### src/design/rob_pkg.sv
// ----------------------------------------------------------------------------
// rob_pkg: shared types and helpers for the raster-op blit engine
// Command record, opcode and raster function codes, combine and mask helpers.
// ----------------------------------------------------------------------------
package rob_pkg;

  localparam int DEF_MAX_WIDTH  = 256;
  localparam int DEF_MAX_HEIGHT = 256;

  localparam int COORD_W    = 13;  // holds 0..4096
  localparam int SW         = 19;  // signed clip arithmetic
  localparam int ADDR_W     = 24;  // linear address for up to 4096 x 4096
  localparam int PIX_W      = 32;
  localparam int RF_W       = 8;
  localparam int CFG_W      = 9;
  localparam int DEPTH_W    = 6;
  localparam int FIFO_DEPTH = 2;

  localparam logic [1:0] OP_FILL = 2'd0;
  localparam logic [1:0] OP_COPY = 2'd1;
  localparam logic [1:0] OP_READ = 2'd2;
  localparam logic [1:0] OP_NONE = 2'd3;

  localparam logic [1:0] CFG_SURF_WIDTH  = 2'd0;
  localparam logic [1:0] CFG_SURF_HEIGHT = 2'd1;
  localparam logic [1:0] CFG_PIX_DEPTH   = 2'd2;

  localparam logic [RF_W-1:0] ROP_CLEAR    = 8'd0;
  localparam logic [RF_W-1:0] ROP_AND      = 8'd1;
  localparam logic [RF_W-1:0] ROP_AND_REV  = 8'd2;
  localparam logic [RF_W-1:0] ROP_COPY     = 8'd3;
  localparam logic [RF_W-1:0] ROP_AND_INV  = 8'd4;
  localparam logic [RF_W-1:0] ROP_NOOP     = 8'd5;
  localparam logic [RF_W-1:0] ROP_XOR      = 8'd6;
  localparam logic [RF_W-1:0] ROP_OR       = 8'd7;
  localparam logic [RF_W-1:0] ROP_NOR      = 8'd8;
  localparam logic [RF_W-1:0] ROP_EQUIV    = 8'd9;
  localparam logic [RF_W-1:0] ROP_INVERT   = 8'd10;
  localparam logic [RF_W-1:0] ROP_OR_REV   = 8'd11;
  localparam logic [RF_W-1:0] ROP_COPY_INV = 8'd12;
  localparam logic [RF_W-1:0] ROP_OR_INV   = 8'd13;
  localparam logic [RF_W-1:0] ROP_NAND     = 8'd14;
  localparam logic [RF_W-1:0] ROP_SET      = 8'd15;

  typedef struct packed {
    logic [1:0]         op;
    logic               rd_zero;
    logic               rev_x;
    logic               rev_y;
    logic [COORD_W-1:0] dst_x;
    logic [COORD_W-1:0] dst_y;
    logic [COORD_W-1:0] src_x;
    logic [COORD_W-1:0] src_y;
    logic [COORD_W-1:0] ncols;
    logic [COORD_W-1:0] nrows;
    logic [PIX_W-1:0]   src_val;
    logic [RF_W-1:0]    rfunc;
    logic [PIX_W-1:0]   wmask;
    logic [PIX_W-1:0]   dmask;
  } cmd_t;

  function automatic logic [PIX_W-1:0] rop_apply(input logic [RF_W-1:0] f,
                                                 input logic [PIX_W-1:0] s,
                                                 input logic [PIX_W-1:0] d);
    logic [PIX_W-1:0] r;
    case (f)
      ROP_CLEAR:    r = '0;
      ROP_AND:      r = s & d;
      ROP_AND_REV:  r = s & ~d;
      ROP_COPY:     r = s;
      ROP_AND_INV:  r = ~s & d;
      ROP_NOOP:     r = d;
      ROP_XOR:      r = s ^ d;
      ROP_OR:       r = s | d;
      ROP_NOR:      r = ~(s | d);
      ROP_EQUIV:    r = ~(s ^ d);
      ROP_INVERT:   r = ~d;
      ROP_OR_REV:   r = s | ~d;
      ROP_COPY_INV: r = ~s;
      ROP_OR_INV:   r = ~s | d;
      ROP_NAND:     r = ~(s & d);
      ROP_SET:      r = '1;
      default:      r = d;
    endcase
    return r;
  endfunction

  function automatic logic [PIX_W-1:0] bits_for_depth(input logic [DEPTH_W-1:0] depth);
    logic [PIX_W-1:0] m;
    if (depth >= DEPTH_W'(PIX_W)) begin
      m = '1;
    end else begin
      m = (PIX_W'(1) << depth) - PIX_W'(1);
    end
    return m;
  endfunction

  function automatic logic signed [SW-1:0] smax(input logic signed [SW-1:0] a,
                                                input logic signed [SW-1:0] b);
    return (a > b) ? a : b;
  endfunction

  function automatic logic signed [SW-1:0] smin(input logic signed [SW-1:0] a,
                                                input logic signed [SW-1:0] b);
    return (a < b) ? a : b;
  endfunction

endpackage

### src/design/rob_fifo.sv
// ----------------------------------------------------------------------------
// rob_fifo: command queue
// Short queue of clipped commands between the intake and the pixel engine.
// ----------------------------------------------------------------------------
module rob_fifo (
  input  logic          clk,
  input  logic          rst_n,
  input  logic          push,
  input  rob_pkg::cmd_t push_cmd,
  input  logic          pop,
  output rob_pkg::cmd_t head_cmd,
  output logic          full,
  output logic          empty
);

  localparam int DEPTH = rob_pkg::FIFO_DEPTH;
  localparam int PW    = (DEPTH > 1) ? $clog2(DEPTH) : 1;
  localparam int CNT_W = $clog2(DEPTH + 1);

  rob_pkg::cmd_t    q_r [DEPTH];
  logic [PW-1:0]    wr_ptr_r, wr_ptr_nxt, rd_ptr_r, rd_ptr_nxt;
  logic [CNT_W-1:0] count_r, count_nxt;

  assign full     = (count_r == CNT_W'(DEPTH));
  assign empty    = (count_r == '0);
  assign head_cmd = q_r[rd_ptr_r];

  always_comb begin
    wr_ptr_nxt = wr_ptr_r;
    rd_ptr_nxt = rd_ptr_r;
    count_nxt  = count_r;
    if (push) begin
      wr_ptr_nxt = (wr_ptr_r == PW'(DEPTH - 1)) ? '0 : wr_ptr_r + PW'(1);
    end
    if (pop) begin
      rd_ptr_nxt = (rd_ptr_r == PW'(DEPTH - 1)) ? '0 : rd_ptr_r + PW'(1);
    end
    if (push && !pop) begin
      count_nxt = count_r + CNT_W'(1);
    end else if (pop && !push) begin
      count_nxt = count_r - CNT_W'(1);
    end
  end

  always_ff @(posedge clk) begin
    if (!rst_n) begin
      wr_ptr_r <= '0;
      rd_ptr_r <= '0;
      count_r  <= '0;
    end else begin
      wr_ptr_r <= wr_ptr_nxt;
      rd_ptr_r <= rd_ptr_nxt;
      count_r  <= count_nxt;
    end
  end

  always_ff @(posedge clk) begin
    if (push) begin
      q_r[wr_ptr_r] <= push_cmd;
    end
  end

endmodule

### config.mk
export PLATFORM = sky130hd
export DESIGN_NAME = rob_fifo
export DESIGN_NICKNAME = d
export VERILOG_FILES = /design/src/design/rob_pkg.sv /design/src/design/rob_fifo.sv
export SDC_FILE = /design/constraint.sdc
export NUM_CORES = 1
export LEC_CHECK = 0
export ABC_CLOCK_PERIOD_IN_PS = 32500
export BUFFER_PORTS_ARGS = -buffer_cell sky130_fd_sc_hd__buf_2
export CAP_MARGIN = 20
export CORE_AREA = 2 2 163 165
export CTS_CLUSTER_DIAMETER = 40
export DETAILED_ROUTE_END_ITERATION = 16
export DIE_AREA = 0 0 165 167
export PLACE_DENSITY_LB_ADDON = 0.3
export SLEW_MARGIN = 20
export SYNTH_ARGS = -nofsm -noshare
export SYNTH_HDL_FRONTEND = slang
export SYNTH_SLANG_ARGS = --single-unit
### constraint.sdc
create_clock -name clk -period 32.5 [get_ports clk]
set_input_delay 6.5 -clock clk [delete_from_list [all_inputs] [get_ports clk]]
set_output_delay 6.5 -clock clk [all_outputs]
set_load 0.005 [all_outputs]
# Word level (Yosys, flattened, before mapping)
# Memory sizes are Yosys's and may differ from the RTL's. A register that Yosys moved wholly into a read port is not among the register bits.
# Index checks and enable logic that the tools add are counted.
# op_classes
addsub,4
eq_ne,1
mux,8
reduce_logical,6
# op_table
cell,n
1-bit 2-to-1 mux,6
2-bit 2-to-1 mux,2
1-bit adder (second input constant),2
2-bit by 1-bit adder with 2-bit output (second input constant),1
2-bit == test (second input constant),1
1-bit logical AND,2
1-bit zero test,2
2-bit zero test,1
2-bit nonzero test,1
2-bit by 1-bit subtractor with 2-bit output (second input constant),1
# word_totals
ram_bits,374
in_bits,191
memories,1
regBits,4
output_inout_bits,189
# memory_table
memory,words,width,rd,rd_ports_with_merged_regs,write_ports,line,source
q_r,2,187,1,1,1,rob_fifo.sv:20,rob_pkg::cmd_t q_r [DEPTH];

# Logic depth before layout (Yosys ltp)
# Gate-level depths: netlist of run 1.
# logic_depth
ltp_word,4
mapped_depth,5

# Worst setup path before layout of run 1
# OpenSTA, ideal clock, no wires.
# synth_path
kind,input-to-reg
startpoint,input push
endpoint,register wr_ptr_r
t_arrival_ns,15.266
slack_ns,17.137
path_stages,2
cell_sequence,nor2b_1 > o21a_1
# synth_rtl
item,line,source
from (decl),rob_fifo.sv:8,"input logic push,"
to (signal assigned),rob_fifo.sv:51,wr_ptr_r <= wr_ptr_nxt;
to (decl),rob_fifo.sv:21,"logic [PW-1:0] wr_ptr_r, wr_ptr_nxt, rd_ptr_r, rd_ptr_nxt;"

==> results.tsv, run 1 <==
stage	metric	value	unit
detailed_routing	Post-Route WL	27500	um
grt	via count of the first global-routing pass	7319	
grt	GR met2 Demand/Resource	33.4	%
final_layout	final layout net count	1205	
grt	pin count of the biggest net entering global routing	189	
worst_setup_path	capture instance of the worst register-to-register path	q_r[1][117]	
worst_setup_path	Worst Reg2Reg Path Length in Cells	2	
worst_hold_path	worst hold path class	reg2reg	
worst_setup_path	startpoint types	flip-flop	
power_and_ir_drop	Pwr per Cell Area	63.3	nW/um2
logic_synthesis	cell types occupying the most area after synthesis	sky130_fd_sc_hd__edfxtp_1 79%, sky130_fd_sc_hd__mux2_4 14%, sky130_fd_sc_hd__mux2_2 4.5%	
power_and_ir_drop	internal power	0.000887	W
floorplanning	starting utilization of the core area	55.3	%
detailed_routing	per-cell via count in the routed design	5.08	
logic_synthesis	Post-Synth Simple-Gate Area	0.378	%
grt	most crowded layer after global routing	met2	
floorplanning	Die Height	167	um
power_and_ir_drop	proportion of power drawn by combinational gates	9.7	%
worst_setup_path	critical path endpoint	head_cmd[38]	
logic_synthesis	Synth warnings	0	
final_layout	final standard cell area without fillers	17800	um2
worst_setup_path	maximum net fanout on the critical path	58	
power_and_ir_drop	clock network fraction of total power	39.3	%
sta	tightest slew margin relative to the limit	28.9	%
floorplanning	die area	27600	um2
logic_synthesis	Synth Area in Adders	0.0878	%
logic_synthesis	post-synth top area cell	sky130_fd_sc_hd__edfxtp_1	
logic_synthesis	area share of the largest cell type after synthesis	78.8	%
sta	max-slew violation count	0	
worst_setup_path	reg-to-reg critical path startpoint	wr_ptr_r	
final_layout	fraction of the core area covered by cells at the end of the flow	69.1	%
grt	grt met3 use	6.10	%
final_layout	most used cells in the layout excluding fill and tap cells	379 x sky130_fd_sc_hd__buf_2, 374 x sky130_fd_sc_hd__edfxtp_1, 130 x sky130_fd_sc_hd__mux2_4, 57 x sky130_fd_sc_hd__mux2_2, 45 x sky130_fd_sc_hd__clkbuf_16	
logic_synthesis	main combinational cell family by area after synthesis	multiplexers	
logic_synthesis	gate count of the mapped netlist	604	
final_layout	Syn-to-layout area delta	24.9	%
floorplanning	width of the die	165	um
clocking	clock buffers created by TritonCTS	43	
logic_synthesis	synthesized-area fraction occupied by ao, oa, aoi and oai cells	0.141	%
placement	instance area after placement	16400	um2
flow_run	reported max-cap violation count	0	
worst_setup_path	setup slack of the worst register-to-register path	30.18	ns
sta	final hold violation count	0	
clocking	post_cts resized	0	
clocking	post-CTS clock slew at the launch and capture registers of the worst setup and hold paths	0.05	ns
worst_hold_path	count of cells along the worst hold path	2	
clocking	source-to-sink clock delay at the later pin of the worst-skew pair	0.52	ns
placement	count of buffers from port buffering	379	
clocking	worst-case clock buffer depth	3	
grt	met1 capacity usage during global routing	22.0	%
logic_synthesis	Yosys reg bits	379	
detailed_routing	Detailed Routing Iterations Pass 1	4	
grt	first-pass GRT wire length	40200	um
logic_synthesis	Yosys cell types	17	
worst_setup_path	arrival time reported for the critical path endpoint	3.36	ns
sta	Post-Route Skew	0.00980	ns
sta	time the worst path needs with I/O delays and setup	9.86	ns
placement	post-detailed-placement half-perimeter wirelength	18000	um
logic_synthesis	Synth Area per Inst	23.6	um2
sta	Setup-failing EPs final	0	
placement	placer congestion estimate	0.763	
final_layout	most frequent standard cell in the layout excluding fill and tap cells	sky130_fd_sc_hd__buf_2	
clocking	cts-stage hold buffer count	0	
power_and_ir_drop	power dissipated by switching net loads	0.000240	W
logic_synthesis	mux share of post-synthesis cell area	18.2	%
logic_synthesis	net count after synthesis	796	
detailed_routing	# DRC	0	
detailed_routing	total vias in the final route	7087	
clocking	post-CTS repair timing setup buffer count	0	
sta	Sum Neg Setup Slack	0	ns
sta	unrepaired setup endpoints after global routing	false	
grt	Overall Global Routing Usage	19.4	%
power_and_ir_drop	switching share of power	21.3	%
clocking	number of H-tree levels	2	
final_layout	layout cells sized above 1	60.8	%
detailed_routing	number of design-rule violations left by the first detailed-router iteration	527	
clocking	count of clock tree sinks	379	
logic_synthesis	share of the synthesized netlist area taken by xor and xnor gates	0.184	%
worst_setup_path	Crit Path Class	reg2out	
sta	final worst path period share	30.3	%
floorplanning	number of placement rows	59	
worst_setup_path	kind of end point of the critical path	primary output	
sta	worst slew pin tran	1.07	ns
detailed_routing	antenna-violating nets left	0	
logic_synthesis	cell area after synthesis	14200	um2
power_and_ir_drop	maximum vdd ir drop	0.0000520	V
power_and_ir_drop	leakage power of the design	6.97	nW
clocking	CTS tree	built	
sta	max frequency	101	MHz
floorplanning	total core area	25800	um2
worst_setup_path	required time at the worst-slack endpoint	26.00	ns
grt	antenna violations before repair	14	
final_layout	final non-filler cell total	1395	
grt	total global routing overflow	0	
floorplanning	IO Pins	380	
power_and_ir_drop	power share of the sequential group	51.0	%
run_status	outcome	complete, no violations	
worst_hold_path	min-delay src	count_r[1]	
clocking	library cell used as clock root buffer	sky130_fd_sc_hd__clkbuf_16	
logic_synthesis	sequential element share of the synthesized area	79.5	%
placement	Placed Cells incl. Taps	1303	
detailed_routing	routed length per placed instance	19.7	um
## cell type report
type                       instances  area (um2)
inverter                           1        3.75
clock inverter                    24         145
clock buffer                      55        1190
timing repair buffer             385        1950
sequential                       379       11300
fill                            1688        7960
multi-input combinational        203        2720
tap                              335         419
antenna                           13        32.5
## logic make-up after synthesis
| logic type | after synthesis |
|---|---|
| and+or+nand+nor | 9 |
| buffers and inverters | 22 |
| adders and majority gates | 1 |
| AOI/OAI and AO/OA | 3 |
| xor gates and xnor gates | 3 |
| muxes | 187 |
| DFF | 379 |
## cells in the mapped netlist
library cell                 n
sky130_fd_sc_hd__mux2_4    130
sky130_fd_sc_hd__o21ai_0     1
sky130_fd_sc_hd__o21a_1      1
sky130_fd_sc_hd__inv_1       1
sky130_fd_sc_hd__mux2_2     57
sky130_fd_sc_hd__and2_1      4
sky130_fd_sc_hd__buf_6      16
sky130_fd_sc_hd__ha_1        1
sky130_fd_sc_hd__edfxtp_1  374
sky130_fd_sc_hd__or3_1       1
sky130_fd_sc_hd__nor2_1      1
sky130_fd_sc_hd__buf_2       5
sky130_fd_sc_hd__nor2b_1     3
sky130_fd_sc_hd__dfxtp_1     5
sky130_fd_sc_hd__xnor2_1     1
sky130_fd_sc_hd__a21boi_0    1
sky130_fd_sc_hd__xor2_1      2
## power groups by stage
stage	sequential, W	clock [W]	combinational [W]
6_report	0.000574	0.000443	0.000109
5_1_grt	0.000576	0.000473	0.000118
4_1_cts	0.000575	0.000452	0.000111
3_5_place_dp	0.000585	0	0.000110
3_3_place_gp	0.000583	0	0.000109
2_1_floorplan	0.000586	0	0.0000657
## registers in the layout, summed over array words and instances, names as in the netlist, named ones only
name	count
rd_ptr_r	1
wr_ptr_r	1
count_r	2
q_r	374
## per-layer routing
layer	vias up	share of wire [%]
met1	3478	36
met3	62	8.1
li1	3257	-
met4	4	3.3
met5	-	0.098
met2	286	52
## worst min path at each step
| stage | endpoint | slack (ns) |
|---|---|---|
| after floorplan | count_r[1] | 0.47 |
| after global placement | count_r[1] | 0.50 |
| after detailed placement | count_r[1] | 0.52 |
| after CTS | count_r[1] | 0.54 |
| after global routing | count_r[1] | 0.55 |
| final | count_r[1] | 0.54 |
## through the flow
| step | hold slack, ns | setup WS (ns) | total power [W] |
|---|---|---|---|
| final | 0.538 | 22.64 | 0.00113 |
| after global routing | 0.546 | 22.48 | 0.00117 |
| after detailed placement | 0.520 | 23.13 | 0.000695 |
| after global placement | 0.498 | 23.14 | 0.000692 |
| after CTS | 0.541 | 22.60 | 0.00114 |
| after floorplan | 0.473 | 17.14 | 0.000652 |
## worst max-delay path: stages, from the launching register on
cell and delay, ns:
sky130_fd_sc_hd__dfxtp_4 0.69, sky130_fd_sc_hd__buf_4 0.66, sky130_fd_sc_hd__buf_4 0.92, sky130_fd_sc_hd__mux2_4 0.36, sky130_fd_sc_hd__buf_2 0.13
(Power assumes the default switching activity.)
==> run 2, diff against run 1 <==
--- a/config.mk
+++ b/config.mk
@@ -5,13 +5,13 @@
 export SDC_FILE = /design/constraint.sdc
 export NUM_CORES = 1
 export LEC_CHECK = 0
-export ABC_CLOCK_PERIOD_IN_PS = 32500
+export ABC_CLOCK_PERIOD_IN_PS = 9200
 export BUFFER_PORTS_ARGS = -buffer_cell sky130_fd_sc_hd__buf_2
 export CAP_MARGIN = 20
-export CORE_AREA = 2 2 163 165
+export CORE_AREA = 2 2 169 171
 export CTS_CLUSTER_DIAMETER = 40
 export DETAILED_ROUTE_END_ITERATION = 16
-export DIE_AREA = 0 0 165 167
+export DIE_AREA = 0 0 171 173
 export PLACE_DENSITY_LB_ADDON = 0.3
 export SLEW_MARGIN = 20
 export SYNTH_ARGS = -nofsm -noshare
==> constraint.sdc (replaced) <==
create_clock -name clk -period 9.2 [get_ports clk]
set_input_delay 1.84 -clock clk [delete_from_list [all_inputs] [get_ports clk]]
set_output_delay 1.84 -clock clk [all_outputs]
set_load 0.005 [all_outputs]
==> run 2 against run 1 <==
Count of clock-buffer cells in the layout is 4 lower. Wire length hardly changed. Worst setup slack worse by 19 ns. Via count is 0.65% lower. Critical endpoint is now head_cmd[92]. Clock power grew to 3.7 times the previous value. Global-route usage is 1.3 points lower.
==> results.tsv, run 2 (same netlist as run 1, synthesis figures left out) <==
stage	metric	value	unit	change
sta	time the worst path needs with I/O delays and setup	5.13	ns	
worst_hold_path	min-delay src	count_r[1]		unchanged
power_and_ir_drop	Pwr per Cell Area	227	nW/um2	was 63.3 nW/um2
floorplanning	IO Pins	380		unchanged
worst_hold_path	worst hold path class	reg2reg		unchanged
final_layout	number of fillers in the final layout	1931		was 1,688
power_and_ir_drop	clock network fraction of total power	40.6	%	was 39.3%
final_layout	most frequent standard cell in the layout excluding fill and tap cells	sky130_fd_sc_hd__buf_2		unchanged
worst_hold_path	count of cells along the worst hold path	2		unchanged
clocking	source-to-sink clock delay at the later pin of the worst-skew pair	0.52	ns	about the same
sta	final hold violation count	0		unchanged
run_status	outcome	complete, no violations		unchanged
sta	Setup-failing EPs final	0		unchanged
sta	final setup slack of the worst path	4.07	ns	was 22.64 ns
detailed_routing	Post-Route WL	27500	um	about the same
worst_setup_path	maximum net fanout on the critical path	49		was 58
final_layout	flip-flop count of the largest register, all copies and words added	374		unchanged
floorplanning	Die Height	173	um	was 167 um
clocking	clock buffers created by TritonCTS	43		unchanged
placement	count of buffers from port buffering	379		unchanged
placement	placer congestion estimate	0.758		was 0.763
worst_setup_path	required time at the worst-slack endpoint	7.36	ns	was 26.00 ns
grt	first-pass GRT wire length	40600	um	was 40,200 um
power_and_ir_drop	proportion of power drawn by combinational gates	9.4	%	was 9.7%
detailed_routing	# DRC	0		unchanged
placement	pre-CTS WS	4.55	ns	was 23.13 ns
worst_setup_path	Crit Path Class	reg2out		unchanged
sta	final worst path period share	55.8	%	
worst_setup_path	capture instance of the worst register-to-register path	q_r[0][102]		was q_r[1][117]
final_layout	register with the most flip-flops	q_r		unchanged
sta	unrepaired setup endpoints after global routing	false		unchanged
final_layout	final layout net count	1207		was 1,205
power_and_ir_drop	Overall Power	0.00406	W	was 0.00113 W
power_and_ir_drop	power dissipated by switching net loads	0.000853	W	was 0.000240 W
floorplanning	number of placement rows	61		was 59
detailed_routing	routed length per placed instance	19.2	um	was 19.7 um
worst_setup_path	kind of end point of the critical path	primary output		unchanged
grt	antenna violations before repair	11		was 14
sta	Post-Route Skew	0.0138	ns	was 0.00980 ns
clocking	post-CTS repair timing setup buffer count	0		unchanged
final_layout	area used by sequential logic in the layout	11300	um2	unchanged
power_and_ir_drop	maximum vdd ir drop	0.000223	V	was 0.0000520 V
sta	max frequency	195	MHz	
worst_setup_path	setup slack of the worst register-to-register path	6.38	ns	was 30.18 ns
sta	worst slew pin tran	0.998	ns	was 1.07 ns
grt	total global routing overflow	0		unchanged
placement	post-detailed-placement half-perimeter wirelength	18700	um	was 18,000 um
floorplanning	width of the die	171	um	was 165 um
flow_run	reported max-cap violation count	0		unchanged
worst_setup_path	arrival time reported for the critical path endpoint	3.29	ns	was 3.36 ns
clocking	count of clock tree sinks	379		unchanged
detailed_routing	number of design-rule violations left by the first detailed-router iteration	419		was 527
clocking	library cell used as clock root buffer	sky130_fd_sc_hd__clkbuf_16		unchanged
detailed_routing	per-cell via count in the routed design	4.91		was 5.08
final_layout	Syn-to-layout area delta	25.8	%	was 24.9%
sta	Sum Neg Setup Slack	0	ns	unchanged
sta	max-slew violation count	0		unchanged
floorplanning	total core area	27600	um2	was 25,800 um2
clocking	number of H-tree levels	2		unchanged
detailed_routing	Detailed Routing Iterations Pass 1	4		unchanged
worst_setup_path	Most common cell on crit path	sky130_fd_sc_hd__buf_4		unchanged
power_and_ir_drop	leakage power of the design	7.02	nW	was 6.97 nW
clocking	cts-stage hold buffer count	0		unchanged
final_layout	biggest registers after layout	q_r (374), count_r (2)		unchanged
detailed_routing	antenna-violating nets left	0		unchanged
worst_setup_path	dominant delay contributor by cell family on the critical path	buffers and inverters		unchanged
floorplanning	starting utilization of the core area	51.6	%	was 55.3%
worst_setup_path	cells along the critical path	buf_4, buf_4, mux2_4, buf_2		unchanged
grt	Overall Global Routing Usage	18.1	%	was 19.4%
final_layout	layout cells sized above 1	61.6	%	was 60.8%
worst_setup_path	Worst path slowest cell	sky130_fd_sc_hd__buf_4		unchanged
final_layout	most used cells in the layout excluding fill and tap cells	379 x sky130_fd_sc_hd__buf_2, 374 x sky130_fd_sc_hd__edfxtp_1, 130 x sky130_fd_sc_hd__mux2_4, 57 x sky130_fd_sc_hd__mux2_2, 45 x sky130_fd_sc_hd__clkbuf_16		unchanged
grt	via count of the first global-routing pass	7271		was 7,319
clocking	post-CTS clock slew at the launch and capture registers of the worst setup and hold paths	0.06	ns	was 0.05 ns
clocking	post_cts resized	0		unchanged
power_and_ir_drop	switching share of power	21.0	%	was 21.3%
worst_setup_path	startpoint types	flip-flop		unchanged
grt	pin count of the biggest net entering global routing	73		was 189
worst_hold_path	hold endpoint	count_r[1]		unchanged
power_and_ir_drop	power share of the sequential group	50.0	%	was 51.0%
worst_setup_path	Worst Path Buf+Inv	3		unchanged
worst_setup_path	reg-to-reg critical path startpoint	wr_ptr_r		unchanged
clocking	CTS tree	built		unchanged
detailed_routing	total vias in the final route	7041		was 7,087
final_layout	multi-input gate area in the final layout	2720	um2	unchanged
worst_setup_path	Worst Reg2Reg Path Length in Cells	3		was 2
power_and_ir_drop	internal power	0.00321	W	was 0.000887 W
clocking	worst-case clock buffer depth	3		unchanged
worst_setup_path	delay of the slowest cell on the worst path	0.81	ns	was 0.92 ns
floorplanning	die area	29600	um2	was 27,600 um2
sta	tightest slew margin relative to the limit	33.4	%	was 28.9%
-- run 2: worst register-to-register path: cells and delay by family, from the launching register on --
kind | cells | cell delay [ns]
DFF | 1 | 0.35
buffers and inverters | 2 | 1.29
and+or+nand+nor | 1 | 0.75
-- run 2: metrics by stage --
step	instance area [um2]	instances	hold WS [ns]	utilization [%]
final	17900	1434	0.528	64.8
after floorplan	14200	604	0.473	-
after global placement	16500	1348	0.498	59.7
after CTS	17900	1426	0.531	64.8
after detailed placement	16500	1348	0.514	59.7
after global routing	17900	1434	0.593	64.8
-- run 2: routing by layer --
layer	global-route usage, %	up-vias	wire length [um]	share of wire, %
li1	-	3251	-	-
met1	20.5	3428	10100	37
met2	31.5	293	14300	52
met3	5.10	63	2170	7.9
met4	8.51	6	901	3.3
met5	0	-	32	0.12
-- run 2: layout make-up --
class | count | share of cell area (%)
repair buffers | 387 | 10.9
multi-input cells | 203 | 15.2
flip-flops and latches | 379 | 63.3
inverters | 1 | 0.0210
diodes | 8 | 0.112
clock buffers | 51 | 6.47
well taps | 378 | 2.64
clock inverters | 27 | 1.41
-- run 2: worst max path at each step --
stage,slack [ns],end,depth (start not counted),from
2_1_floorplan,2.03,q_r[0][0],1,push
3_3_place_gp,4.59,head_cmd[41],4,flip-flop
3_5_place_dp,4.55,head_cmd[92],4,flip-flop
6_report,4.07,head_cmd[92],4,flip-flop
4_1_cts,3.99,head_cmd[94],4,flip-flop
5_1_grt,3.87,head_cmd[94],4,flip-flop
-- run 2: power by group through the flow --
stage / Combinational, W / Sequential (W) / Clock, W
2_1_floorplan: 0.000232 / 0.00206 / 0
3_3_place_gp: 0.000379 / 0.00206 / 0
3_5_place_dp: 0.000385 / 0.00207 / 0
4_1_cts: 0.000388 / 0.00203 / 0.00168
5_1_grt: 0.000412 / 0.00204 / 0.00175
6_report: 0.000381 / 0.00203 / 0.00165
