## src/design/rob_pkg.sv

```systemverilog
// ----------------------------------------------------------------------------
// rob_pkg: shared types and helpers for the raster-op blit engine
// Command record, opcode and raster function codes, combine and mask helpers.
// ----------------------------------------------------------------------------
package rob_pkg;

  localparam int DEF_MAX_WIDTH  = 256;
  localparam int DEF_MAX_HEIGHT = 256;

  localparam int COORD_W    = 13;  // holds 0..4096
  localparam int SW         = 19;  // signed clip arithmetic
  localparam int ADDR_W     = 24;  // linear address for up to 4096 x 4096
  localparam int PIX_W      = 32;
  localparam int RF_W       = 8;
  localparam int CFG_W      = 9;
  localparam int DEPTH_W    = 6;
  localparam int FIFO_DEPTH = 2;

  localparam logic [1:0] OP_FILL = 2'd0;
  localparam logic [1:0] OP_COPY = 2'd1;
  localparam logic [1:0] OP_READ = 2'd2;
  localparam logic [1:0] OP_NONE = 2'd3;

  localparam logic [1:0] CFG_SURF_WIDTH  = 2'd0;
  localparam logic [1:0] CFG_SURF_HEIGHT = 2'd1;
  localparam logic [1:0] CFG_PIX_DEPTH   = 2'd2;

  localparam logic [RF_W-1:0] ROP_CLEAR    = 8'd0;
  localparam logic [RF_W-1:0] ROP_AND      = 8'd1;
  localparam logic [RF_W-1:0] ROP_AND_REV  = 8'd2;
  localparam logic [RF_W-1:0] ROP_COPY     = 8'd3;
  localparam logic [RF_W-1:0] ROP_AND_INV  = 8'd4;
  localparam logic [RF_W-1:0] ROP_NOOP     = 8'd5;
  localparam logic [RF_W-1:0] ROP_XOR      = 8'd6;
  localparam logic [RF_W-1:0] ROP_OR       = 8'd7;
  localparam logic [RF_W-1:0] ROP_NOR      = 8'd8;
  localparam logic [RF_W-1:0] ROP_EQUIV    = 8'd9;
  localparam logic [RF_W-1:0] ROP_INVERT   = 8'd10;
  localparam logic [RF_W-1:0] ROP_OR_REV   = 8'd11;
  localparam logic [RF_W-1:0] ROP_COPY_INV = 8'd12;
  localparam logic [RF_W-1:0] ROP_OR_INV   = 8'd13;
  localparam logic [RF_W-1:0] ROP_NAND     = 8'd14;
  localparam logic [RF_W-1:0] ROP_SET      = 8'd15;

  typedef struct packed {
    logic [1:0]         op;
    logic               rd_zero;
    logic               rev_x;
    logic               rev_y;
    logic [COORD_W-1:0] dst_x;
    logic [COORD_W-1:0] dst_y;
    logic [COORD_W-1:0] src_x;
    logic [COORD_W-1:0] src_y;
    logic [COORD_W-1:0] ncols;
    logic [COORD_W-1:0] nrows;
    logic [PIX_W-1:0]   src_val;
    logic [RF_W-1:0]    rfunc;
    logic [PIX_W-1:0]   wmask;
    logic [PIX_W-1:0]   dmask;
  } cmd_t;

  function automatic logic [PIX_W-1:0] rop_apply(input logic [RF_W-1:0] f,
                                                 input logic [PIX_W-1:0] s,
                                                 input logic [PIX_W-1:0] d);
    logic [PIX_W-1:0] r;
    case (f)
      ROP_CLEAR:    r = '0;
      ROP_AND:      r = s & d;
      ROP_AND_REV:  r = s & ~d;
      ROP_COPY:     r = s;
      ROP_AND_INV:  r = ~s & d;
      ROP_NOOP:     r = d;
      ROP_XOR:      r = s ^ d;
      ROP_OR:       r = s | d;
      ROP_NOR:      r = ~(s | d);
      ROP_EQUIV:    r = ~(s ^ d);
      ROP_INVERT:   r = ~d;
      ROP_OR_REV:   r = s | ~d;
      ROP_COPY_INV: r = ~s;
      ROP_OR_INV:   r = ~s | d;
      ROP_NAND:     r = ~(s & d);
      ROP_SET:      r = '1;
      default:      r = d;
    endcase
    return r;
  endfunction

  function automatic logic [PIX_W-1:0] bits_for_depth(input logic [DEPTH_W-1:0] depth);
    logic [PIX_W-1:0] m;
    if (depth >= DEPTH_W'(PIX_W)) begin
      m = '1;
    end else begin
      m = (PIX_W'(1) << depth) - PIX_W'(1);
    end
    return m;
  endfunction

  function automatic logic signed [SW-1:0] smax(input logic signed [SW-1:0] a,
                                                input logic signed [SW-1:0] b);
    return (a > b) ? a : b;
  endfunction

  function automatic logic signed [SW-1:0] smin(input logic signed [SW-1:0] a,
                                                input logic signed [SW-1:0] b);
    return (a < b) ? a : b;
  endfunction

endpackage

```

## src/design/rob_front.sv

```systemverilog
// ----------------------------------------------------------------------------
// rob_front: command intake and clipping
// Registers each transaction, clips it to the surface in two stages and pushes
// a ready-to-run command into the queue; empty and unused commands are dropped.
// ----------------------------------------------------------------------------
module rob_front (
  input  logic                               clk,
  input  logic                               rst_n,
  input  logic [rob_pkg::COORD_W-1:0]        eff_w,
  input  logic [rob_pkg::COORD_W-1:0]        eff_h,
  input  logic [rob_pkg::PIX_W-1:0]          dmask,
  input  logic                               clearing,
  input  logic                               in_valid,
  output logic                               in_stall,
  input  logic [1:0]                         in_opcode,
  input  logic signed [15:0]                 in_src_x,
  input  logic signed [15:0]                 in_src_y,
  input  logic signed [15:0]                 in_dst_x,
  input  logic signed [15:0]                 in_dst_y,
  input  logic [15:0]                        in_area_width,
  input  logic [15:0]                        in_area_height,
  input  logic [31:0]                        in_fill_value,
  input  logic [7:0]                         in_raster_function,
  input  logic [31:0]                        in_plane_mask,
  input  logic                               fifo_full,
  output logic                               push,
  output rob_pkg::cmd_t                      push_cmd
);

  localparam int SW = rob_pkg::SW;
  localparam int CW = rob_pkg::COORD_W;

  // stage 1: raw transaction
  logic              s1_valid_r, s1_valid_nxt;
  logic [1:0]        s1_op_r;
  logic signed [15:0] s1_sx_r, s1_sy_r, s1_dx_r, s1_dy_r;
  logic [15:0]       s1_aw_r, s1_ah_r;
  logic [31:0]       s1_fv_r, s1_pm_r;
  logic [7:0]        s1_rf_r;

  // stage 2: clip bounds
  logic                 s2_valid_r, s2_valid_nxt;
  logic [1:0]           s2_op_r;
  logic signed [SW-1:0] s2_sx_r, s2_sy_r, s2_dx_r, s2_dy_r;
  logic signed [SW-1:0] s2_lo_x_r, s2_lo_y_r, s2_hi_x_r, s2_hi_y_r;
  logic                 s2_in_rng_r;
  logic [31:0]          s2_fv_r, s2_wmask_r;
  logic [7:0]           s2_rf_r;

  logic s2_drop, s2_done, s2_load, s1_free, in_acc;

  logic signed [SW-1:0] sx_e, sy_e, dx_e, dy_e, aw_e, ah_e, w_e, h_e;
  logic signed [SW-1:0] lo_x, lo_y, hi_x, hi_y;
  logic                 in_rng;

  logic                 empty, rev_x, rev_y;
  logic signed [SW-1:0] c0, r0;

  assign s2_drop = (s2_op_r == rob_pkg::OP_NONE) ||
                   ((s2_op_r != rob_pkg::OP_READ) && empty);
  assign s2_done = s2_valid_r && (s2_drop || !fifo_full);
  assign push    = s2_valid_r && !s2_drop && !fifo_full;
  assign s2_load = s1_valid_r && (!s2_valid_r || s2_done);
  assign s1_free = !s1_valid_r || s2_load;
  assign in_stall = !s1_free || clearing;
  assign in_acc  = in_valid && !in_stall;

  assign s1_valid_nxt = in_acc ? 1'b1 : (s2_load ? 1'b0 : s1_valid_r);
  assign s2_valid_nxt = s2_load ? 1'b1 : (s2_done ? 1'b0 : s2_valid_r);

  // clip bounds from stage 1
  always_comb begin
    sx_e = SW'(s1_sx_r);
    sy_e = SW'(s1_sy_r);
    dx_e = SW'(s1_dx_r);
    dy_e = SW'(s1_dy_r);
    aw_e = signed'({{(SW-16){1'b0}}, s1_aw_r});
    ah_e = signed'({{(SW-16){1'b0}}, s1_ah_r});
    w_e  = signed'({{(SW-CW){1'b0}}, eff_w});
    h_e  = signed'({{(SW-CW){1'b0}}, eff_h});
    if (s1_op_r == rob_pkg::OP_COPY) begin
      lo_x = rob_pkg::smax(rob_pkg::smax('0, -sx_e), -dx_e);
      lo_y = rob_pkg::smax(rob_pkg::smax('0, -sy_e), -dy_e);
      hi_x = rob_pkg::smin(rob_pkg::smin(aw_e, w_e - sx_e), w_e - dx_e);
      hi_y = rob_pkg::smin(rob_pkg::smin(ah_e, h_e - sy_e), h_e - dy_e);
    end else begin
      lo_x = rob_pkg::smax(dx_e, '0);
      lo_y = rob_pkg::smax(dy_e, '0);
      hi_x = rob_pkg::smin(dx_e + aw_e, w_e);
      hi_y = rob_pkg::smin(dy_e + ah_e, h_e);
    end
    in_rng = (dx_e >= 0) && (dy_e >= 0) && (dx_e < w_e) && (dy_e < h_e);
  end

  // start corner and counts from stage 2
  always_comb begin
    empty = (s2_lo_x_r >= s2_hi_x_r) || (s2_lo_y_r >= s2_hi_y_r);
    rev_y = (s2_dy_r > s2_sy_r);
    rev_x = (s2_dy_r == s2_sy_r) && (s2_dx_r > s2_sx_r);
    c0    = rev_x ? (s2_hi_x_r - SW'(1)) : s2_lo_x_r;
    r0    = rev_y ? (s2_hi_y_r - SW'(1)) : s2_lo_y_r;

    push_cmd         = '0;
    push_cmd.op      = s2_op_r;
    push_cmd.src_val = s2_fv_r;
    push_cmd.rfunc   = s2_rf_r;
    push_cmd.wmask   = s2_wmask_r;
    push_cmd.dmask   = dmask;
    push_cmd.ncols   = CW'(s2_hi_x_r - s2_lo_x_r);
    push_cmd.nrows   = CW'(s2_hi_y_r - s2_lo_y_r);
    case (s2_op_r)
      rob_pkg::OP_COPY: begin
        push_cmd.rev_x = rev_x;
        push_cmd.rev_y = rev_y;
        push_cmd.dst_x = CW'(s2_dx_r + c0);
        push_cmd.dst_y = CW'(s2_dy_r + r0);
        push_cmd.src_x = CW'(s2_sx_r + c0);
        push_cmd.src_y = CW'(s2_sy_r + r0);
      end
      rob_pkg::OP_READ: begin
        push_cmd.rd_zero = !s2_in_rng_r;
        push_cmd.dst_x   = CW'(s2_dx_r);
        push_cmd.dst_y   = CW'(s2_dy_r);
      end
      default: begin
        push_cmd.dst_x = CW'(s2_lo_x_r);
        push_cmd.dst_y = CW'(s2_lo_y_r);
      end
    endcase
  end

  always_ff @(posedge clk) begin
    if (!rst_n) begin
      s1_valid_r <= 1'b0;
      s2_valid_r <= 1'b0;
    end else begin
      s1_valid_r <= s1_valid_nxt;
      s2_valid_r <= s2_valid_nxt;
    end
  end

  always_ff @(posedge clk) begin
    if (in_acc) begin
      s1_op_r <= in_opcode;
      s1_sx_r <= in_src_x;
      s1_sy_r <= in_src_y;
      s1_dx_r <= in_dst_x;
      s1_dy_r <= in_dst_y;
      s1_aw_r <= in_area_width;
      s1_ah_r <= in_area_height;
      s1_fv_r <= in_fill_value;
      s1_rf_r <= in_raster_function;
      s1_pm_r <= in_plane_mask;
    end
    if (s2_load) begin
      s2_op_r     <= s1_op_r;
      s2_sx_r     <= sx_e;
      s2_sy_r     <= sy_e;
      s2_dx_r     <= dx_e;
      s2_dy_r     <= dy_e;
      s2_lo_x_r   <= lo_x;
      s2_lo_y_r   <= lo_y;
      s2_hi_x_r   <= hi_x;
      s2_hi_y_r   <= hi_y;
      s2_in_rng_r <= in_rng;
      s2_fv_r     <= s1_fv_r;
      s2_rf_r     <= s1_rf_r;
      s2_wmask_r  <= s1_pm_r & dmask;
    end
  end

endmodule

```

## config.mk

```make
export PLATFORM = sky130hd
export DESIGN_NAME = rob_front
export DESIGN_NICKNAME = d
export VERILOG_FILES = /design/src/design/rob_pkg.sv /design/src/design/rob_front.sv
export SDC_FILE = /design/constraint.sdc
export NUM_CORES = 1
export LEC_CHECK = 0
export ABC_AREA = 1
export BUFFER_PORTS_ARGS = -buffer_cell sky130_fd_sc_hd__buf_2
export CORE_AREA = 2 2 229 231
export CTS_CLUSTER_SIZE = 16
export DETAILED_ROUTE_END_ITERATION = 8
export DIE_AREA = 0 0 231 233
export PLACE_DENSITY = 0.8
export SLEW_MARGIN = 20
export SYNTH_ARGS = -nofsm -noshare
export SYNTH_HDL_FRONTEND = slang
export SYNTH_SLANG_ARGS = --single-unit
```

## constraint.sdc

```tcl
create_clock -name clk -period 12.35 [get_ports clk]
set_clock_uncertainty 0.2 [all_clocks]
set_input_delay 1.235 -clock clk [delete_from_list [all_inputs] [get_ports clk]]
set_output_delay 1.235 -clock clk [all_outputs]
set_load 0.02 [all_outputs]
```

After elaboration in Yosys (flattened, before gate mapping)
Index checks and enable logic that the tools add are counted.
- flip-flop bits (word level): 387
- bits of input ports: 233
- logic and storage cells: 121
- output and inout port bits: 189
- add/subtract/negate cells: 18
- equal/unequal tests: 6
- reductions and logical operators: 25
- mux-type cells: 26
- $lt $le $gt $ge: 20
- bitwise logic cells: 1
- operators with widths (kind ; number):
    $mux W19 ; 16
    $neg A16 Y19 ; 4
    $sub A14 B16 Y17 ; 4
    $add A13 B13 Y13 ; 4
    $pmux W26 S2 ; 1
    $ge A19 B19 Y1 ; 2
    $gt A1 B19 Y1 const A ; 2
    $gt A19 B19 Y1 ; 2
    $lt A19 B17 Y1 ; 2
    $add A16 B17 Y18 ; 2
    $lt A18 B14 Y1 ; 2
    $lt A17 B17 Y1 ; 2
    $and A32 B32 Y32 ; 1
    $ge A16 B1 Y1 const B ; 2
    $gt A16 B1 Y1 const B ; 2
    $gt A16 B16 Y1 ; 2
    $lt A16 B14 Y1 ; 2
    $mux W13 ; 2
    $mux W26 ; 1
    $sub A13 B13 Y13 ; 2
    $sub A13 B2 Y13 const B ; 2
    $eq A16 B16 Y1 ; 1
    $logic_and A1 B1 Y1 ; 10
    $logic_not A1 Y1 ; 7
    other kinds (7) ; 19

Depth between registers and ports, before layout
Gate-level depths: netlist of run 1.
- depth in word-level cells: 14
- mapped depth: 41

Worst setup path after synthesis of run 1
Ideal clock, no wire load.
- path type: register to register
- start point: reg s2_hi_y_r[6]
- end point: reg s1_ah_r[0] (enable)
- data required time: 11.447 ns
- slack: 2.518 ns
- arrival: 8.929 ns
- clock period less this slack: 9.832 ns
- stages on the path, launching flop included: 15
- path through: edfxtp_1 ha_1 clkbuf_1 nand2_1 nor2_1 nand2_1 clkinv_1 nand3_1 nand3_1 nand2_1 nand2_1 o21ai_1 nand4_1 nand2_1 nor2_1
- word-level cells in the longest chain between the ends: 13
- RTL lines (item ; RTL line ; text):
    start, declared ; rob_front.sv:45 ; logic signed [SW-1:0] s2_lo_x_r, s2_lo_y_r, s2_hi_x_r, s2_hi_y_r;
    start signal, assigned ; rob_front.sv:164 ; s2_hi_y_r <= hi_y;
    $ge A19 B19 Y1 ; rob_front.sv:97 ; empty = (s2_lo_x_r >= s2_hi_x_r) || (s2_lo_y_r >= s2_hi_y_r);
    $logic_or A1 B1 Y1 ; rob_front.sv:97 ;
    $logic_and A1 B1 Y1 ; rob_front.sv:60 ; ((s2_op_r != rob_pkg::OP_READ) && empty);
    $logic_or A1 B1 Y1 ; rob_front.sv:59 ; assign s2_drop = (s2_op_r == rob_pkg::OP_NONE) ||
    $logic_or A1 B1 Y1 ; rob_front.sv:61 ; assign s2_done = s2_valid_r && (s2_drop || !fifo_full);
    $logic_and A1 B1 Y1 ; rob_front.sv:61 ;
    $logic_or A1 B1 Y1 ; rob_front.sv:63 ; assign s2_load = s1_valid_r && (!s2_valid_r || s2_done);
    $logic_and A1 B1 Y1 ; rob_front.sv:63 ;
    $logic_or A1 B1 Y1 ; rob_front.sv:64 ; assign s1_free = !s1_valid_r || s2_load;
    $logic_not A1 Y1 ; rob_front.sv:65 ; assign in_stall = !s1_free || clearing;
    $logic_or A1 B1 Y1 ; rob_front.sv:65 ;
    via in_stall ; rob_front.sv:14 ; output logic in_stall,
    $logic_not A1 Y1 ; rob_front.sv:66 ; assign in_acc = in_valid && !in_stall;
    $logic_and A1 B1 Y1 ; rob_front.sv:66 ;
    via in_acc ; rob_front.sv:50 ; logic s2_drop, s2_done, s2_load, s1_free, in_acc;
    end signal, assigned ; rob_front.sv:150 ; s1_ah_r <= in_area_height;
    end, declared ; rob_front.sv:37 ; logic [15:0] s1_aw_r, s1_ah_r;
The timed path passes the listed nets, and every way through them passes these cells.
A chain may end at the register's enable or synchronous reset.

Final worst setup path of run 1
- start point: in eff_w[0] (netlist bit)
- end point: reg s2_hi_x_r[17], data pin
- word-level cells in the longest chain between the ends: 6
- RTL lines (item ; RTL line ; text):
    start, declared ; rob_front.sv:9 ; input logic [rob_pkg::COORD_W-1:0] eff_w,
    $sub A14 B16 Y17 ; rob_front.sv:84 ; hi_x = rob_pkg::smin(rob_pkg::smin(aw_e, w_e - sx_e), w_e - dx_e);
    $lt A17 B17 Y1 ; rob_pkg.sv:105 ; return (a < b) ? a : b;
    $mux W19 ; rob_pkg.sv:105 ;
    $lt A19 B17 Y1 ; rob_pkg.sv:105 ;
    $mux W19 ; rob_pkg.sv:105 ;
    $mux W19 * ; rob_front.sv:81 ; if (s1_op_r == rob_pkg::OP_COPY) begin
    via hi_x[17] ; rob_front.sv:53 ; logic signed [SW-1:0] lo_x, lo_y, hi_x, hi_y;
    end signal, assigned ; rob_front.sv:163 ; s2_hi_x_r <= hi_x;
    end, declared ; rob_front.sv:45 ;
The timed path passes the listed nets; every way through them passes the cells marked *.

==> run_results.csv, run 1 <==
group,metric,value,unit
placement,dpl_worst_slack,4.15,ns
cells_and_area,stdcell_count,4700,
min_path,whs_endpoint,"s2_fv_r[31]$_DFFE_PP_",
clock_network,postCtsSetupBuffers,0,
synthesis,synth_area_leaders,"edfxtp_1, ha_1, nand2_1",
power_and_ir_drop,ir_drop,138,µV
setup_path,worstPathRequired,12.46,ns
synthesis,syn_area_per_cell,8.33,µm²
setup_path,path_max_fanout,21,
clock_network,cts_hold_buf,0,
synthesis,ys_types,55,
setup_path,max_stage_delay,0.55,ns
synthesis,synth_cells,3591,
clock_network,cts_root_buffer,"clkbuf_16",
sta,tightest_slew,1.01,ns
sta,whs,0.219,ns
placement,dp_hpwl,75.0,mm
placement,portBuffers,421,
synthesis,yosys.area.top_type_share,38.5,%
clock_network,cts_buffers,43,
clock_network,cts_tree,"built",
setup_path,r2r_start,"s1_sx_r[0]$_DFFE_PP_",
cells_and_area,fill_cells,4430,
cells_and_area,fin_nets,4594,
synthesis,yosysSeqAreaShare,38.6,%
cells_and_area,drive_gt1_share,14.2,%
setup_path,cp_common_cell,"nand2_1",
global_routing,grt_use_met1,46.0,%
synthesis,yosys_register_bits,385,
route,drt-initial-drc-count,2580,
placement,place_inst,4616,
synthesis,synth_area,0.0299,mm²
die,rows,83,
global_routing,grt.total_usage,33.8,%
synthesis,synth_edf_count,383,
global_routing,grt_pass1_wl,138,mm
clock_network,htreeDepth,2,
sta,final_hold_viol_count,0,
clock_network,cts.path.max_buffers,3,
route,postRouteAntennaNets,0,
setup_path,cp_slowest_cell,"nand2_1",
sta,tns,0,ns
placement,place_congestion,1.02,
global_routing,met3_usage,6.25,%
job,cap_violations,0,
setup_path,crit_family,"simple AND/OR/NAND/NOR gates",
die,die_height,233,µm
global_routing,grt_pass1_vias,24700,
global_routing,grt.busiest_layer,"met2",
route,drc,0,
sta,min_period,7.68,ns
global_routing,use_met2,53.4,%
setup_path,rr_endpoint,"s2_hi_x_r[17]$_DFFE_PP_",
min_path,hold_start,"s1_fv_r[31]$_DFFE_PP_",
cells_and_area,final_cell_mix,"nand2_1, inv_1, buf_2",
sta,rsz0062_at_grt,"no",
die,die_area,0.0538,mm²
power_and_ir_drop,power.leakage,0.0163,µW
setup_path,r2r_cells,32,
power_and_ir_drop,power_density,123,mW/mm²
power_and_ir_drop,p_total,4160,µW
sta,max_slew_margin,33.0,%
synthesis,async_flop_share,0,%
sta,setup_viol,0,
setup_path,startpoint_type,"input port",
sta,slew_viol_final,0,
setup_path,r2r_slack,4.78,ns
sta,period_share,62.2,%
clock_network,path_clk_slew,0.06,ns
synthesis,yosys.area.top_type,"edfxtp_1",
min_path,hold_depth,0,
route,drtPass1Iterations,6,
die,die_w,231,µm
global_routing,antenna_found_initial,8,
synthesis,synthFlopType,"edfxtp_1",
die,core_area,0.0511,mm²
route,wire_per_inst,19.7,µm
route,routed_wl,92.5,mm
cells_and_area,regArea,0.0115,mm²
setup_path,critPathKind,"in -> reg",
clock_network,clk_latency,0.58,ns
global_routing,grt_overflow_total,0,
setup_path,crit_buf_inv,6,
outcome,outcome,"complete, no violations",
synthesis,yosys_warnings,0,
sta,fmax,130,MHz
route,viasPerCell,5.69,
global_routing,grt_max_degree,108,
cells_and_area,multi_input_area,0.0159,mm²
sta,worst_slack,4.67,ns
setup_path,endpoint_kind,"flip-flop",
setup_path,crit_arrival,7.79,ns
cells_and_area,areaGrowthSynthToFinish,13.3,%
clock_network,postCtsResizedCells,0,
die,pin_count,422,
clock_network,clock_sinks,385,
cells_and_area,final_common_cell,"nand2_1",
min_path,min_path_type,"reg -> reg",
route,via_count,26700,
die,initial_core_util,58.5,%
-- stage by stage --
step / utilization [%] / instance area, µm²
floorplan: - / 29900
global placement: 63.5 / 32500
detailed placement: 63.5 / 32500
CTS: 66.3 / 33900
global route: 66.3 / 33900
finish: 66.3 / 33900
-- registers in the layout (all words and copies together) (netlist names), 18 cells and up --
register,cells
s2_hi_y_r,18
s1_fv_r,32
s2_wmask_r,32
s2_fv_r,32
s2_lo_y_r,19
s2_lo_x_r,19
s1_pm_r,32
s2_hi_x_r,18
-- logic make-up after synthesis --
kind of cell    share of synthesized area [%]
xor+xnor                                 4.54
fa+ha+maj                                16.2
compound gates                           12.8
flops                                    38.6
buf+inv                                  8.37
simple gates                             19.5
other cells                            0.0125
-- final cells by class --
cell class / count / share of cell area, %
timing repair buffer: 430 / 6.42
inverter: 536 / 5.96
sequential: 385 / 34.1
clock inverter: 31 / 0.779
multi-input combinational: 2585 / 46.9
antenna: 5 / 0.0369
tap: 680 / 2.51
clock buffer: 48 / 3.36
-- layer usage --
layer  vias to the layer above  part of all wire [%]
li1                      13000                     -
met5                         -                 0.052
met2                      1259                    44
met3                       206                   9.8
met4                         8                   4.1
met1                     12200                    42
-- power by group --
part           leakage [µW]  internal [µW]  switching (µW)
registers           0.00358           1530            82.1
logic                0.0120            437             834
clock network      0.000687            720             561
total                0.0163           2690            1480
-- Yosys cell counts, drive strengths merged, types with 10 or more instances --
cell type,number
o21bai,13
nand3,221
o22ai,18
clkbuf,37
xnor2,42
buf,51
inv,532
o211ai,23
xor2,112
a22oi,23
fa,12
edfxtp,383
ha,368
nand4,52
a21o,11
o21ai,265
nand3b,10
nor3,53
a21oi,307
nand2,732
nor2,249
-- how the worst max path moves through the flow --
stage                                       from                       to  slack, ns  cells past startpoint
after global placement                  eff_w[0]  s2_hi_x_r[16]$_DFFE_PP_       4.25                     34
after detailed placement                eff_w[0]  s2_hi_x_r[16]$_DFFE_PP_       4.15                     34
after global routing                    eff_w[0]  s2_hi_x_r[16]$_DFFE_PP_       4.06                     34
final                                   eff_w[0]  s2_hi_x_r[17]$_DFFE_PP_       4.67                     34
after floorplan           s2_hi_y_r[6]$_DFFE_PP_     s1_ah_r[0]$_DFFE_PP_       2.52                     14
after CTS                               eff_w[0]  s2_hi_x_r[17]$_DFFE_PP_       4.74                     34
(Power assumes the default switching activity.)
==> inputs of run 2 (changes only) <==
--- a/config.mk
+++ b/config.mk
@@ -7,11 +7,11 @@
 export LEC_CHECK = 0
 export ABC_AREA = 1
 export BUFFER_PORTS_ARGS = -buffer_cell sky130_fd_sc_hd__buf_2
-export CORE_AREA = 2 2 229 231
+export CORE_AREA = 2 2 239 241
 export CTS_CLUSTER_SIZE = 16
 export DETAILED_ROUTE_END_ITERATION = 8
-export DIE_AREA = 0 0 231 233
-export PLACE_DENSITY = 0.8
+export DIE_AREA = 0 0 241 243
+export PLACE_DENSITY = 0.77
 export SLEW_MARGIN = 20
 export SYNTH_ARGS = -nofsm -noshare
 export SYNTH_HDL_FRONTEND = slang
==> constraint.sdc (replaced) <==
create_clock -name clk -period 6.9 [get_ports clk]
set_clock_uncertainty 0.2 [all_clocks]
set_input_delay 0.69 -clock clk [delete_from_list [all_inputs] [get_ports clk]]
set_output_delay 0.69 -clock clk [all_outputs]
set_load 0.02 [all_outputs]
==> run 2 against run 1 <==
Effect of this change:
- power up 79%
- sequential cell count unchanged
- clock-buffer cell count up 1
- die area rose by 8.8%
- non-clock buffer count rose by 12
- critical path type is now reg -> reg
- largest power group unchanged
- highest routed layer unchanged
==> run_results.csv, run 2 (synthesized netlist as in run 1, its figures left out) <==
group,metric,value,unit
placement,portBuffers,421,
power_and_ir_drop,p_total,7450,µW
setup_path,endpoint_kind,"flip-flop",
setup_path,path_max_fanout,20,
power_and_ir_drop,combPwrFrac,31.4,%
placement,place_congestion,0.983,
min_path,hold_start,"in_dst_y[4]",
cells_and_area,drive_gt1_share,14.5,%
outcome,outcome,"complete, no violations",
clock_network,cts_tree,"built",
setup_path,crit_arrival,6.52,ns
die,die_w,241,µm
cells_and_area,areaGrowthSynthToFinish,13.9,%
route,postRouteAntennaNets,0,
sta,max_slew_margin,31.6,%
setup_path,r2r_cells,32,
route,drt-initial-drc-count,2358,
die,rows,87,
min_path,min_path_type,"in -> reg",
global_routing,antenna_found_initial,4,
power_and_ir_drop,internal_power,4790,µW
sta,tightest_slew,1.03,ns
cells_and_area,final_common_cell,"nand2_1",
job,cap_violations,0,
setup_path,worstPathRequired,7.01,ns
cells_and_area,utilization,60.9,%
clock_network,htreeDepth,2,
setup_path,startpoint_type,"flip-flop",
power_and_ir_drop,p_sw,2660,µW
route,viasPerCell,5.58,
setup_path,rr_endpoint,"s2_hi_x_r[0]$_DFFE_PP_",
sta,min_period,6.41,ns
setup_path,crit_family,"compound AO/OA/AOI/OAI gates",
clock_network,cts_hold_buf,0,
sta,period_share,92.9,%
clock_network,cts.path.max_buffers,3,
clock_network,cts_buffers,43,
power_and_ir_drop,ir_drop,241,µV
route,via_count,26700,
power_and_ir_drop,power_density,219,mW/mm²
setup_path,crit_buf_inv,4,
route,wire_per_inst,19.6,µm
setup_path,r2r_start,"s1_sx_r[1]$_DFFE_PP_",
sta,final_hold_viol_count,0,
die,core_area,0.0560,mm²
global_routing,grt_pass1_vias,25300,
power_and_ir_drop,power.leakage,0.0163,µW
route,routed_wl,93.9,mm
global_routing,grt.total_usage,31.7,%
die,die_area,0.0586,mm²
cells_and_area,fill_cells,5006,
placement,dp_hpwl,75.7,mm
cells_and_area,antenna_cells,0,
sta,slew_viol_final,0,
clock_network,cts_root_buffer,"clkbuf_16",
route,drc,0,
cells_and_area,final_cell_mix,"nand2_1, inv_1, buf_2",
setup_path,cp_slowest_cell,"fa_1",
clock_network,clk_latency,0.60,ns
setup_path,cp-startpoint,"s1_sx_r[1]$_DFFE_PP_",
route,drtPass1Iterations,6,
min_path,hold_depth,1,
global_routing,grt_max_degree,171,
power_and_ir_drop,pwr-share-seq,38.7,%
setup_path,critPathKind,"reg -> reg",
die,pin_count,422,
min_path,whs_endpoint,"s1_dy_r[4]$_DFFE_PP_",
sta,worst_slack,0.490,ns
power_and_ir_drop,swShare,35.7,%
die,initial_core_util,53.4,%
placement,dpl_worst_slack,0.302,ns
cells_and_area,regArea,0.0115,mm²
cells_and_area,stdcell_count,4782,
clock_network,path_clk_slew,0.06,ns
clock_network,clock_sinks,385,
sta,rsz0062_at_grt,"no",
global_routing,grt_pass1_wl,141,mm
sta,fmax,156,MHz
setup_path,cp_common_cell,"nand2_1",
global_routing,grt_overflow_total,0,
setup_path,max_stage_delay,0.50,ns
placement,place_inst,4698,
cells_and_area,fin_nets,4608,
setup_path,r2r_slack,0.49,ns
sta,setup_viol,0,
die,die_height,243,µm
cells_and_area,multi_input_area,0.0159,mm²
power_and_ir_drop,clkPwrFrac,29.9,%
sta,tns,0,ns
run 2: per-layer routing:
metal  GRT usage, %  up-vias  share of wire, %
met1           44.0    12300                43
met4           10.3        6               3.2
li1               -    13000                 -
met5              0        -             0.039
met3           6.57      194               9.4
met2           49.3     1175                44
run 2: cell type report:
class / count / area share, %
multi-input cells: 2585 / 46.7
flip-flops and latches: 385 / 33.9
repair buffers: 442 / 6.69
inverters: 536 / 5.98
clock buffers: 49 / 3.29
well taps: 756 / 2.78
clock inverters: 27 / 0.669
repair inverters: 2 / 0.0367
run 2: worst max-delay path by stage:
| stage | to | slack (ns) | cells past startpoint |
|---|---|---|---|
| global placement | s2_hi_x_r[16]$_DFFE_PP_ | 0.44 | 34 |
| finish | s2_hi_x_r[0]$_DFFE_PP_ | 0.49 | 32 |
| global route | s2_hi_y_r[17]$_DFFE_PP_ | 0.03 | 27 |
| CTS | s2_hi_x_r[17]$_DFFE_PP_ | 0.53 | 33 |
| floorplan | s2_dx_r[0]$_DFFE_PP_ | 0.20 | 15 |
| detailed placement | s2_hi_x_r[17]$_DFFE_PP_ | 0.30 | 35 |
run 2: worst reg2reg max path, delay by kind of cell (launching register included):
family	cells	cell delay, ns
AOI/OAI and AO/OA	9	1.54
adders and majority gates	4	1.51
and+or+nand+nor	14	1.38
buffers and inverters	4	0.85
DFF	1	0.46
xor gates and xnor gates	1	0.20
run 2: power groups by stage:
stage / clock network (µW) / registers [µW] / logic, µW
floorplan: 0 / 2870 / 1610
global placement: 0 / 2920 / 2250
detailed placement: 0 / 2930 / 2260
CTS: 2260 / 2880 / 2280
global route: 2350 / 2890 / 2610
finish: 2230 / 2890 / 2340
run 2: per-stage QoR:
step	hold slack, ns	area, µm²
final	0.0654	34100
after global routing	0.0502	34100
after CTS	0.0437	34000
after detailed placement	0.205	32600
after global placement	0.202	32600
after floorplan	0.200	29900
run 2: what timing repair did:
action,in CTS,in global routing
buffers inserted,0,6
gates resized for setup,0,9
endpoints found under the setup margin,0,18
